File: src/sv/tiled_ycbcr_to_rgb_pixel_top_assert.svh
// ----------------------------------------------------------------------------
// Assertion macros for the tiled YCbCr-to-RGB pixel block
// Property wrappers that vanish when SYNTH is defined.
// ----------------------------------------------------------------------------
`ifndef TILED_YCBCR_TO_RGB_PIXEL_TOP_ASSERT_SVH
`define TILED_YCBCR_TO_RGB_PIXEL_TOP_ASSERT_SVH

`ifndef SYNTH

// Same-cycle implication, checked out of reset.
`define TYC_ASSERT_SAME(lbl, clk, rstn, ante, cons) \
    lbl: assert property (@(posedge clk) disable iff (!rstn) (ante) |-> (cons)) \
        else $error("tiled ycbcr assertion failed");

// Next-cycle implication, checked out of reset.
`define TYC_ASSERT_NEXT(lbl, clk, rstn, ante, cons) \
    lbl: assert property (@(posedge clk) disable iff (!rstn) (ante) |=> (cons)) \
        else $error("tiled ycbcr assertion failed");

`else

`define TYC_ASSERT_SAME(lbl, clk, rstn, ante, cons)
`define TYC_ASSERT_NEXT(lbl, clk, rstn, ante, cons)

`endif

`endif

File: src/sv/tyc2rgb_pkg.sv
// ----------------------------------------------------------------------------
// tyc2rgb_pkg
// Shared constants, types and helpers of the tiled YCbCr-to-RGB pixel block.
// ----------------------------------------------------------------------------
package tyc2rgb_pkg;

    localparam int TILE_SIZE  = 32;
    localparam int TILE_LOG2  = 5;
    localparam int MAX_WIDTH  = 4096;

    localparam int COORD_W    = 12;
    localparam int BYTE_W     = 8;
    localparam int OFF_W      = 24;
    localparam int IMG_W_W    = 13;
    localparam int VFAC_W     = 2;
    localparam int TILES_W    = 8;
    localparam int TROW_W     = COORD_W - TILE_LOG2;
    localparam int OFF_HI_W   = OFF_W - 2 * TILE_LOG2;
    localparam int ROWMUL_W   = TROW_W + TILES_W;

    localparam int CFG_IDX_W  = 2;
    localparam int CFG_DATA_W = IMG_W_W;

    localparam logic [CFG_IDX_W-1:0] REG_IMAGE_WIDTH = 2'd0;
    localparam logic [CFG_IDX_W-1:0] REG_CHROMA_VERT = 2'd1;

    localparam logic [VFAC_W-1:0] VFAC_HALF  = 2'd2;
    localparam logic [VFAC_W-1:0] VFAC_THIRD = 2'd3;

    // Division by three of a 12-bit row: (y * 2731) >> 13 is exact for y < 4096.
    localparam int DIV3_RECIP = 2731;
    localparam int DIV3_SHIFT = 13;
    localparam int DIV3_PROD_W = COORD_W + DIV3_SHIFT;

    // Q16 color coefficients.
    localparam int Q_SHIFT = 16;
    localparam int K_CR_R  = 91881;
    localparam int K_CB_G  = 22554;
    localparam int K_CR_G  = 46802;
    localparam int K_CB_B  = 116130;
    localparam int PROD_W  = 26;
    localparam int ACC_W   = 27;

    typedef struct packed {
        logic s1;
        logic s2;
        logic s3;
    } stage_en_t;

    // Tiles per row from the raw width register, with width clamped to 1..MAX_WIDTH.
    function automatic logic [TILES_W-1:0] tiles_of(input logic [IMG_W_W-1:0] w);
        logic [IMG_W_W-1:0] wc;
        logic [IMG_W_W:0]   s;
        begin
            wc = w;
            if (w == '0)
            begin
                wc = IMG_W_W'(1);
            end
            else if (w > IMG_W_W'(MAX_WIDTH))
            begin
                wc = IMG_W_W'(MAX_WIDTH);
            end
            s = {1'b0, wc} + (IMG_W_W + 1)'(TILE_SIZE - 1);
            return s[TILE_LOG2 +: TILES_W];
        end
    endfunction

endpackage

File: src/sv/tiled_ycbcr_to_rgb_pixel_top.sv
// ----------------------------------------------------------------------------
// tiled_ycbcr_to_rgb_pixel_top
// Per-pixel tiled plane offsets and JFIF YCbCr-to-RGB conversion.
// ----------------------------------------------------------------------------
//
//  Channel   Handshake             Payload
//  -------   -------------------   ------------------------------------------
//  input     s_tvalid / s_tready   s_tdata: pix_x, pix_y, luma, cb, cr
//  output    m_tvalid / m_tready   m_tdata: luma/cb/cr offsets, red, green, blue
//  config    cfg_valid/cfg_ready   cfg_index, cfg_data
//
// In the pipeline, stage one holds the luma row multiply, the divide-by-factor
// and the color products, stage two the luma sum, chroma row multiply and
// color accumulators, stage three the chroma sum and clamps and drives the
// output. One item can enter each cycle unless the pipeline is stalled. Each
// stage carries a valid bit and loads whenever it is empty or the stage after
// it moves, so a stall on the output fills the bubbles first and then holds
// every item in place. Reset clears the valid bits and sets the width and
// vertical factor to one; configuration writes are taken in any cycle.
//
module tiled_ycbcr_to_rgb_pixel_top
    import tyc2rgb_pkg::*;
(
    input  logic                  clk,
    input  logic                  rst_n,

    input  logic                  s_tvalid,
    output logic                  s_tready,
    // Fields from bit 0: pix_x[11:0], pix_y[23:12], luma_byte[31:24],
    // cb_byte[39:32], cr_byte[47:40].
    input  logic [47:0]           s_tdata,

    output logic                  m_tvalid,
    input  logic                  m_tready,
    // Fields from bit 0: luma_offset[23:0], cb_offset[47:24], cr_offset[71:48],
    // red[79:72], green[87:80], blue[95:88].
    output logic [95:0]           m_tdata,

    input  logic                  cfg_valid,
    output logic                  cfg_ready,
    input  logic [CFG_IDX_W-1:0]  cfg_index,
    input  logic [CFG_DATA_W-1:0] cfg_data
);

`include "tiled_ycbcr_to_rgb_pixel_top_assert.svh"

    // The configuration is kept as tiles per row, computed once at write time.
    logic [TILES_W-1:0] tiles_reg;
    logic [TILES_W-1:0] tiles_next;
    logic [VFAC_W-1:0]  vfac_reg;
    logic [VFAC_W-1:0]  vfac_next;

    logic v1_reg;
    logic v2_reg;
    logic v3_reg;
    logic v1_next;
    logic v2_next;
    logic v3_next;

    stage_en_t en;

    logic [OFF_W-1:0]  luma_offset;
    logic [OFF_W-1:0]  cb_offset;
    logic [OFF_W-1:0]  cr_offset;
    logic [BYTE_W-1:0] red;
    logic [BYTE_W-1:0] green;
    logic [BYTE_W-1:0] blue;

    assign cfg_ready = 1'b1;

    always_comb
    begin
        tiles_next = tiles_reg;
        vfac_next  = vfac_reg;
        if (cfg_valid)
        begin
            case (cfg_index)
                REG_IMAGE_WIDTH: tiles_next = tiles_of(cfg_data);
                REG_CHROMA_VERT: vfac_next  = cfg_data[VFAC_W-1:0];
                default:         tiles_next = tiles_reg;
            endcase
        end
    end

    // A stage loads when it is empty or its contents move on this cycle.
    assign en.s3 = !v3_reg || m_tready;
    assign en.s2 = !v2_reg || en.s3;
    assign en.s1 = !v1_reg || en.s2;

    assign v1_next = en.s1 ? s_tvalid : v1_reg;
    assign v2_next = en.s2 ? v1_reg   : v2_reg;
    assign v3_next = en.s3 ? v2_reg   : v3_reg;

    always_ff @(posedge clk or negedge rst_n)
    begin
        if (!rst_n)
        begin
            tiles_reg <= TILES_W'(1);
            vfac_reg  <= VFAC_W'(1);
            v1_reg    <= 1'b0;
            v2_reg    <= 1'b0;
            v3_reg    <= 1'b0;
        end
        else
        begin
            tiles_reg <= tiles_next;
            vfac_reg  <= vfac_next;
            v1_reg    <= v1_next;
            v2_reg    <= v2_next;
            v3_reg    <= v3_next;
        end
    end

    assign s_tready = en.s1;
    assign m_tvalid = v3_reg;

    // Factor zero behaves as one through the default arm of the row select.
    tyc2rgb_addr u_addr
    (
        .clk         (clk),
        .en          (en),
        .tiles       (tiles_reg),
        .vfactor     (vfac_reg),
        .pix_x       (s_tdata[11:0]),
        .pix_y       (s_tdata[23:12]),
        .luma_offset (luma_offset),
        .cb_offset   (cb_offset),
        .cr_offset   (cr_offset)
    );

    tyc2rgb_color u_color
    (
        .clk       (clk),
        .en        (en),
        .luma_byte (s_tdata[31:24]),
        .cb_byte   (s_tdata[39:32]),
        .cr_byte   (s_tdata[47:40]),
        .red       (red),
        .green     (green),
        .blue      (blue)
    );

    assign m_tdata = {blue, green, red, cr_offset, cb_offset, luma_offset};

    // An empty last stage means nothing can hold the input back.
    `TYC_ASSERT_SAME(a_ready_when_drained, clk, rst_n, !v3_reg, s_tready)

    // An accepted item always occupies the first stage next cycle.
    `TYC_ASSERT_NEXT(a_accept_fills_s1, clk, rst_n, s_tvalid && s_tready, v1_reg)

    // The Cr offset is the Cb offset plus one on every delivered item.
    `TYC_ASSERT_SAME(a_cr_follows_cb, clk, rst_n, m_tvalid, (m_tdata[48] == 1'b1) && (m_tdata[24] == 1'b0) && (m_tdata[71:49] == m_tdata[47:25]))

    // The tiles-per-row register never leaves 1..128.
    `TYC_ASSERT_SAME(a_tiles_range, clk, rst_n, 1'b1, (tiles_reg != '0) && (tiles_reg <= TILES_W'(MAX_WIDTH / TILE_SIZE)))

endmodule

File: src/sv/tyc2rgb_addr.sv
// ----------------------------------------------------------------------------
// tyc2rgb_addr
// Three-stage computation of the tiled luma and chroma byte offsets.
// ----------------------------------------------------------------------------
module tyc2rgb_addr
    import tyc2rgb_pkg::*;
(
    input  logic                 clk,
    input  stage_en_t            en,
    input  logic [TILES_W-1:0]   tiles,
    input  logic [VFAC_W-1:0]    vfactor,
    input  logic [COORD_W-1:0]   pix_x,
    input  logic [COORD_W-1:0]   pix_y,
    output logic [OFF_W-1:0]     luma_offset,
    output logic [OFF_W-1:0]     cb_offset,
    output logic [OFF_W-1:0]     cr_offset
);

    logic [DIV3_PROD_W-1:0] div3_prod;
    logic [COORD_W-1:0]     cy_next;

    // Stage 1
    logic [COORD_W-1:0]   x1_reg;
    logic [TILE_LOG2-1:0] yl1_reg;
    logic [COORD_W-1:0]   cy1_reg;
    logic [ROWMUL_W-1:0]  lmul1_reg;

    // Stage 2
    logic [COORD_W-1:0]   x2_reg;
    logic [TILE_LOG2-1:0] cyl2_reg;
    logic [ROWMUL_W-1:0]  cmul2_reg;
    logic [OFF_W-1:0]     loff2_reg;
    logic [OFF_HI_W-1:0]  lhi_next;

    // Stage 3
    logic [OFF_HI_W-1:0]  chi_next;
    logic [OFF_W-1:0]     loff3_reg;
    logic [OFF_W-1:0]     coff3_reg;

    assign div3_prod = DIV3_PROD_W'(pix_y) * DIV3_PROD_W'(DIV3_RECIP);

    always_comb
    begin
        case (vfactor)
            VFAC_HALF:  cy_next = {1'b0, pix_y[COORD_W-1:1]};
            VFAC_THIRD: cy_next = div3_prod[DIV3_SHIFT +: COORD_W];
            default:    cy_next = pix_y;
        endcase
    end

    always_ff @(posedge clk)
    begin
        if (en.s1)
        begin
            x1_reg    <= pix_x;
            yl1_reg   <= pix_y[TILE_LOG2-1:0];
            cy1_reg   <= cy_next;
            lmul1_reg <= ROWMUL_W'(pix_y[COORD_W-1:TILE_LOG2]) * ROWMUL_W'(tiles);
        end
    end

    assign lhi_next = OFF_HI_W'(lmul1_reg) + OFF_HI_W'(x1_reg[COORD_W-1:TILE_LOG2]);

    always_ff @(posedge clk)
    begin
        if (en.s2)
        begin
            x2_reg    <= x1_reg;
            cyl2_reg  <= cy1_reg[TILE_LOG2-1:0];
            cmul2_reg <= ROWMUL_W'(cy1_reg[COORD_W-1:TILE_LOG2]) * ROWMUL_W'(tiles);
            loff2_reg <= {lhi_next, yl1_reg, x1_reg[TILE_LOG2-1:0]};
        end
    end

    assign chi_next = OFF_HI_W'(cmul2_reg) + OFF_HI_W'(x2_reg[COORD_W-1:TILE_LOG2]);

    always_ff @(posedge clk)
    begin
        if (en.s3)
        begin
            loff3_reg <= loff2_reg;
            coff3_reg <= {chi_next, cyl2_reg, x2_reg[TILE_LOG2-1:1], 1'b0};
        end
    end

    // Chroma pairs start on even bytes, so Cr is the Cb offset with bit zero set.
    assign luma_offset = loff3_reg;
    assign cb_offset   = coff3_reg;
    assign cr_offset   = {coff3_reg[OFF_W-1:1], 1'b1};

endmodule

File: src/sv/tyc2rgb_color.sv
// ----------------------------------------------------------------------------
// tyc2rgb_color
// Three-stage Q16 YCbCr-to-RGB conversion with clamping to 0..255.
// ----------------------------------------------------------------------------
module tyc2rgb_color
    import tyc2rgb_pkg::*;
(
    input  logic              clk,
    input  stage_en_t         en,
    input  logic [BYTE_W-1:0] luma_byte,
    input  logic [BYTE_W-1:0] cb_byte,
    input  logic [BYTE_W-1:0] cr_byte,
    output logic [BYTE_W-1:0] red,
    output logic [BYTE_W-1:0] green,
    output logic [BYTE_W-1:0] blue
);

    logic signed [BYTE_W:0]   cb_s;
    logic signed [BYTE_W:0]   cr_s;

    logic [BYTE_W-1:0]        y1_reg;
    logic signed [PROD_W-1:0] p_rr1_reg;
    logic signed [PROD_W-1:0] p_gb1_reg;
    logic signed [PROD_W-1:0] p_gr1_reg;
    logic signed [PROD_W-1:0] p_bb1_reg;

    logic signed [ACC_W-1:0]  base;
    logic signed [ACC_W-1:0]  acc_r2_reg;
    logic signed [ACC_W-1:0]  acc_g2_reg;
    logic signed [ACC_W-1:0]  acc_b2_reg;

    logic [BYTE_W-1:0]        r3_reg;
    logic [BYTE_W-1:0]        g3_reg;
    logic [BYTE_W-1:0]        b3_reg;

    function automatic logic [BYTE_W-1:0] clamp8(input logic signed [ACC_W-1:0] acc);
        begin
            if (acc[ACC_W-1])
            begin
                return '0;
            end
            else if (acc[ACC_W-2:Q_SHIFT+BYTE_W] != '0)
            begin
                return '1;
            end
            else
            begin
                return acc[Q_SHIFT +: BYTE_W];
            end
        end
    endfunction

    assign cb_s = $signed({1'b0, cb_byte}) - $signed((BYTE_W + 1)'(128));
    assign cr_s = $signed({1'b0, cr_byte}) - $signed((BYTE_W + 1)'(128));

    always_ff @(posedge clk)
    begin
        if (en.s1)
        begin
            y1_reg    <= luma_byte;
            p_rr1_reg <= PROD_W'(cr_s) * $signed(PROD_W'(K_CR_R));
            p_gb1_reg <= PROD_W'(cb_s) * $signed(PROD_W'(K_CB_G));
            p_gr1_reg <= PROD_W'(cr_s) * $signed(PROD_W'(K_CR_G));
            p_bb1_reg <= PROD_W'(cb_s) * $signed(PROD_W'(K_CB_B));
        end
    end

    assign base = $signed({{(ACC_W - BYTE_W - Q_SHIFT){1'b0}}, y1_reg, {Q_SHIFT{1'b0}}});

    always_ff @(posedge clk)
    begin
        if (en.s2)
        begin
            acc_r2_reg <= base + ACC_W'(p_rr1_reg);
            acc_g2_reg <= base - ACC_W'(p_gb1_reg) - ACC_W'(p_gr1_reg);
            acc_b2_reg <= base + ACC_W'(p_bb1_reg);
        end
    end

    always_ff @(posedge clk)
    begin
        if (en.s3)
        begin
            r3_reg <= clamp8(acc_r2_reg);
            g3_reg <= clamp8(acc_g2_reg);
            b3_reg <= clamp8(acc_b2_reg);
        end
    end

    assign red   = r3_reg;
    assign green = g3_reg;
    assign blue  = b3_reg;

endmodule

File: config.mk
export PLATFORM = sky130hd
export DESIGN_NAME = tiled_ycbcr_to_rgb_pixel_top
export DESIGN_NICKNAME = d
export VERILOG_FILES = /design/src/sv/tyc2rgb_pkg.sv /design/src/sv/tiled_ycbcr_to_rgb_pixel_top.sv /design/src/sv/tyc2rgb_addr.sv /design/src/sv/tyc2rgb_color.sv
export VERILOG_INCLUDE_DIRS = /design/src /design/src/sv
export SDC_FILE = /design/constraint.sdc
export NUM_CORES = 1
export LEC_CHECK = 0
export ABC_AREA = 1
export CAP_MARGIN = 30
export CORE_ASPECT_RATIO = 1.2
export CORE_MARGIN = 2
export CORE_UTILIZATION = 60
export CTS_BUF_LIST = sky130_fd_sc_hd__clkbuf_16
export CTS_CLUSTER_DIAMETER = 200
export CTS_CLUSTER_SIZE = 30
export DETAILED_ROUTE_END_ITERATION = 8
export DONT_BUFFER_PORTS = 1
export PLACE_DENSITY = 0.82
export SETUP_SLACK_MARGIN = 0.2
export SLEW_MARGIN = 25
export SYNTH_ARGS = -nofsm -noshare
export SYNTH_HDL_FRONTEND = slang
export SYNTH_SLANG_ARGS = --single-unit
File: constraint.sdc
create_clock -name clk -period 10.1 [get_ports clk]
set_input_delay 2.02 -clock clk [delete_from_list [all_inputs] [get_ports clk]]
set_output_delay 2.02 -clock clk [all_outputs]
set_load 0.1 [all_outputs]
==> results.tsv <==
stage	metric	value	unit
sta	tightest_slew	1.05	ns
synthesis	ys_seq_area_share	30.1	%
floorplanning	die_w	201	microns
power	p_clk_share	7.1	%
setup_path	slowest_delay	0.55	ns
min_path	min_from	u_addr.loff2_reg[17]$_DFFE_PP_	
clock_tree	hold_buffers	0	
global_routing	grt_pass1_wl	104000	microns
routing	ant_nets	0	
sta	finalClockSkew	0.0196	ns
sta	timing.fmax	175	MHz
setup_path	critical_path.startpoint_type	input pin	
final_layout	layout-drive-gt1-share	3.14	%
sta	rsz0062_at_grt	no	
routing	vias	20500	
clock_tree	clockBufferDepth	3	
power	vdd_drop_max	0.000205	V
floorplanning	die-area	48400	sq um
global_routing	grt_max_degree	80	
clock_tree	cts_setup_buffers	0	
setup_path	cp_max_fo	14	
run	max_cap_viol_count	0	
setup_path	critPathBufInv	4	
power	switchingPower	0.00447	W
floorplanning	fp-row-count	86	
synthesis	avgSynthCellArea	9.24	sq um
floorplanning	core	46100	sq um
routing	drc	0	
setup_path	ff2ff_path_depth	14	
final_layout	fillers	3745	
synthesis	synth_area_leader_cell	edfxtp_1	
synthesis	yosys-top-cells-count	inv_1 (626), nand2_1 (526), ha_1 (453)	
final_layout	num-nets-final	3751	
setup_path	worstPathArrival	6.01	ns
synthesis	synth_edf_count	270	
routing	initialDrtViolationCount	1266	
setup_path	crit_path_top_delay_cell	fa_1	
synthesis	yosysMostFrequentCell	inv_1	
synthesis	synthFlopType	edfxtp_1	
global_routing	grt_overflow	0	
clock_tree	cts_tree	built	
setup_path	r2r_end	u_addr.lmul1_reg[11]$_DFFE_PP_	
sta	fin_setup_tns	0	ns
global_routing	antenna_found_initial	4	
final_layout	area_growth	5.87	%
clock_tree	root_buffer	clkbuf_16	
routing	first_pass_iters	6	
clock_tree	cts_buffers	13	
placement	place_ws	3.88	ns
floorplanning	ios	167	
placement	io_buffers	0	
power	p_seq_share	33.3	%
global_routing	grt_pass1_vias	21000	
setup_path	crit_type	in2reg	
global_routing	grt.total_usage	26.8	%
placement	dp_hpwl	54100	microns
placement	gp_congestion	0.970	
floorplanning	die_h	241	microns
sta	hold_violations	0	
setup_path	cp_top_family	adder cells	
clock_tree	cts_sinks	283	
setup_path	rr_startpoint	tiles_reg[1]$_DFFE_PN0P_	
setup_path	worstPathCellList	inv_1, ha_1, inv_1, ha_1, inv_1, fa_1, fa_1, inv_1, ha_1, ha_1, nand2_1, o21ai_0, a21oi_1, nor2_1, o21ai_0, nand2_1, nand2_1, nand2_1	
outcome	status	completed	
min_path	hold_class	reg2reg	
clock_tree	clk_latency	0.52	ns
power	pwr_density_cell	287	nW/um^2
synthesis	syn_area	28000	sq um
sta	finalSetupViolCount	0	
routing	vias_per_cell	5.62	
sta	slew_headroom	30.5	%
setup_path	setup.worst_path.end_class	register	
sta	drv_slew	0	
clock_tree	htree_levels	1	
final_layout	post-route-util	64.4	%
synthesis	synthCells	3031	
power	comb_power_share	59.6	%
routing	routedWlPerCell	17.7	microns
synthesis	ys_ff_latch	283	
synthesis	synth_top_cell_area_share	28.9	%
routing	routed_wl	64600	microns
power	switching_share	52.5	%
sta	period_needed	5.73	ns
synthesis	yosysWarnings	0	
synthesis	synthArstFlopShare	4.59	%
power	internal_power	0.00403	W
setup_path	reg2reg_slack	5.51	ns
power	p_leak	15.4	nW
synthesis	synth.area.top_cells	edfxtp_1 (29%), ha_1 (20%), fa_1 (15%)	
min_path	worstHoldEndpoint	u_addr.luma_offset[17]$_DFFE_PP_	
sta	setup_ws	4.37	ns
min_path	min_path_cells	0	
floorplanning	start_util	60.8	%
setup_path	crit_start	s_tdata[47]	
sta	period_share	56.7	%
clock_tree	ctsResizeCount	0	
clock_tree	path_clk_slew	0.11	ns
setup_path	required	10.38	ns
synthesis	ys_types	53	
[per-stage QoR]
stage | area (sq um) | power (W) | hold WS (ns) | cells
CTS | 29600 | 0.00849 | 0.429 | 3641
detailed placement | 29200 | 0.00785 | 0.405 | 3623
finish | 29700 | 0.00850 | 0.427 | 3645
global route | 29700 | 0.00920 | 0.437 | 3644
floorplan | 28000 | 0.00648 | 0.400 | 3032
global placement | 29200 | 0.00770 | 0.404 | 3621
[routing by layer]
metal / vias to the layer above / wire length (microns) / GRT usage (%)
met2: 677 / 34500 / 52.0
met1: 9868 / 24500 / 30.2
met4: 6 / 2510 / 10.1
met3: 164 / 3120 / 3.04
li1: 9787 / - / -
met5: - / 45 / 0
[worst max path at each step]
stage | end | cells after the start
2_1_floorplan | s_tready | 4
4_1_cts | u_color.p_rr1_reg[22]$_DFFE_PP_ | 18
3_5_place_dp | u_color.p_rr1_reg[22]$_DFFE_PP_ | 18
5_1_grt | u_color.p_rr1_reg[22]$_DFFE_PP_ | 18
3_3_place_gp | u_color.p_rr1_reg[22]$_DFFE_PP_ | 18
6_report | u_color.p_rr1_reg[22]$_DFFE_PP_ | 18
[placed cells by master, fill, tap and decap left out, drive strengths merged, types with 11 or more instances in the layout]
master / n
inv: 632
nand2: 528
fa: 205
a21oi: 191
nand4: 27
nor3: 21
buf: 35
a31oi: 12
clkbuf: 13
nor2: 173
o21bai: 15
a21o: 28
o21ai: 88
dfrtp: 11
edfxtp: 270
xnor2: 40
xor2: 109
nand3: 120
ha: 453
[cell type report]
type	instances	area [sq um]	share of cell area (%)
clock inverters	5	35.0	0.118
well taps	616	771	2.60
repair buffers	35	823	2.78
clock buffers	13	325	1.10
multi-input cells	2063	16900	57.0
inverters	629	2360	7.97
flip-flops and latches	283	8440	28.4
diodes	1	2.50	0.00844
[power by group through the flow]
stage               combinational (W)  sequential (W)  clock, W
floorplan                     0.00375         0.00272         0
global placement              0.00484         0.00287         0
detailed placement            0.00499         0.00287         0
CTS                           0.00503         0.00284  0.000622
global route                  0.00567         0.00287  0.000657
finish                        0.00507         0.00283  0.000604
[worst reg2reg max path: stages (launching register included)]
cell,delay (ns)
dfrtp_1,0.77
nand2_1,0.17
fa_1,0.53
fa_1,0.52
fa_1,0.55
inv_1,0.06
fa_1,0.47
ha_1,0.37
a21oi_1,0.18
o21ai_0,0.13
a21oi_1,0.23
o21ai_0,0.12
nand2_1,0.06
nand2_1,0.06
xor2_1,0.13
[logic make-up after synthesis]
family | share of synthesized area [%]
buffers and inverters | 9.62
AOI/OAI and AO/OA | 7.25
xor gates and xnor gates | 4.66
and+or+nand+nor | 13.4
DFF | 30.1
adders and majority gates | 34.9
other | 0.0268
(Power assumes the default switching activity.)
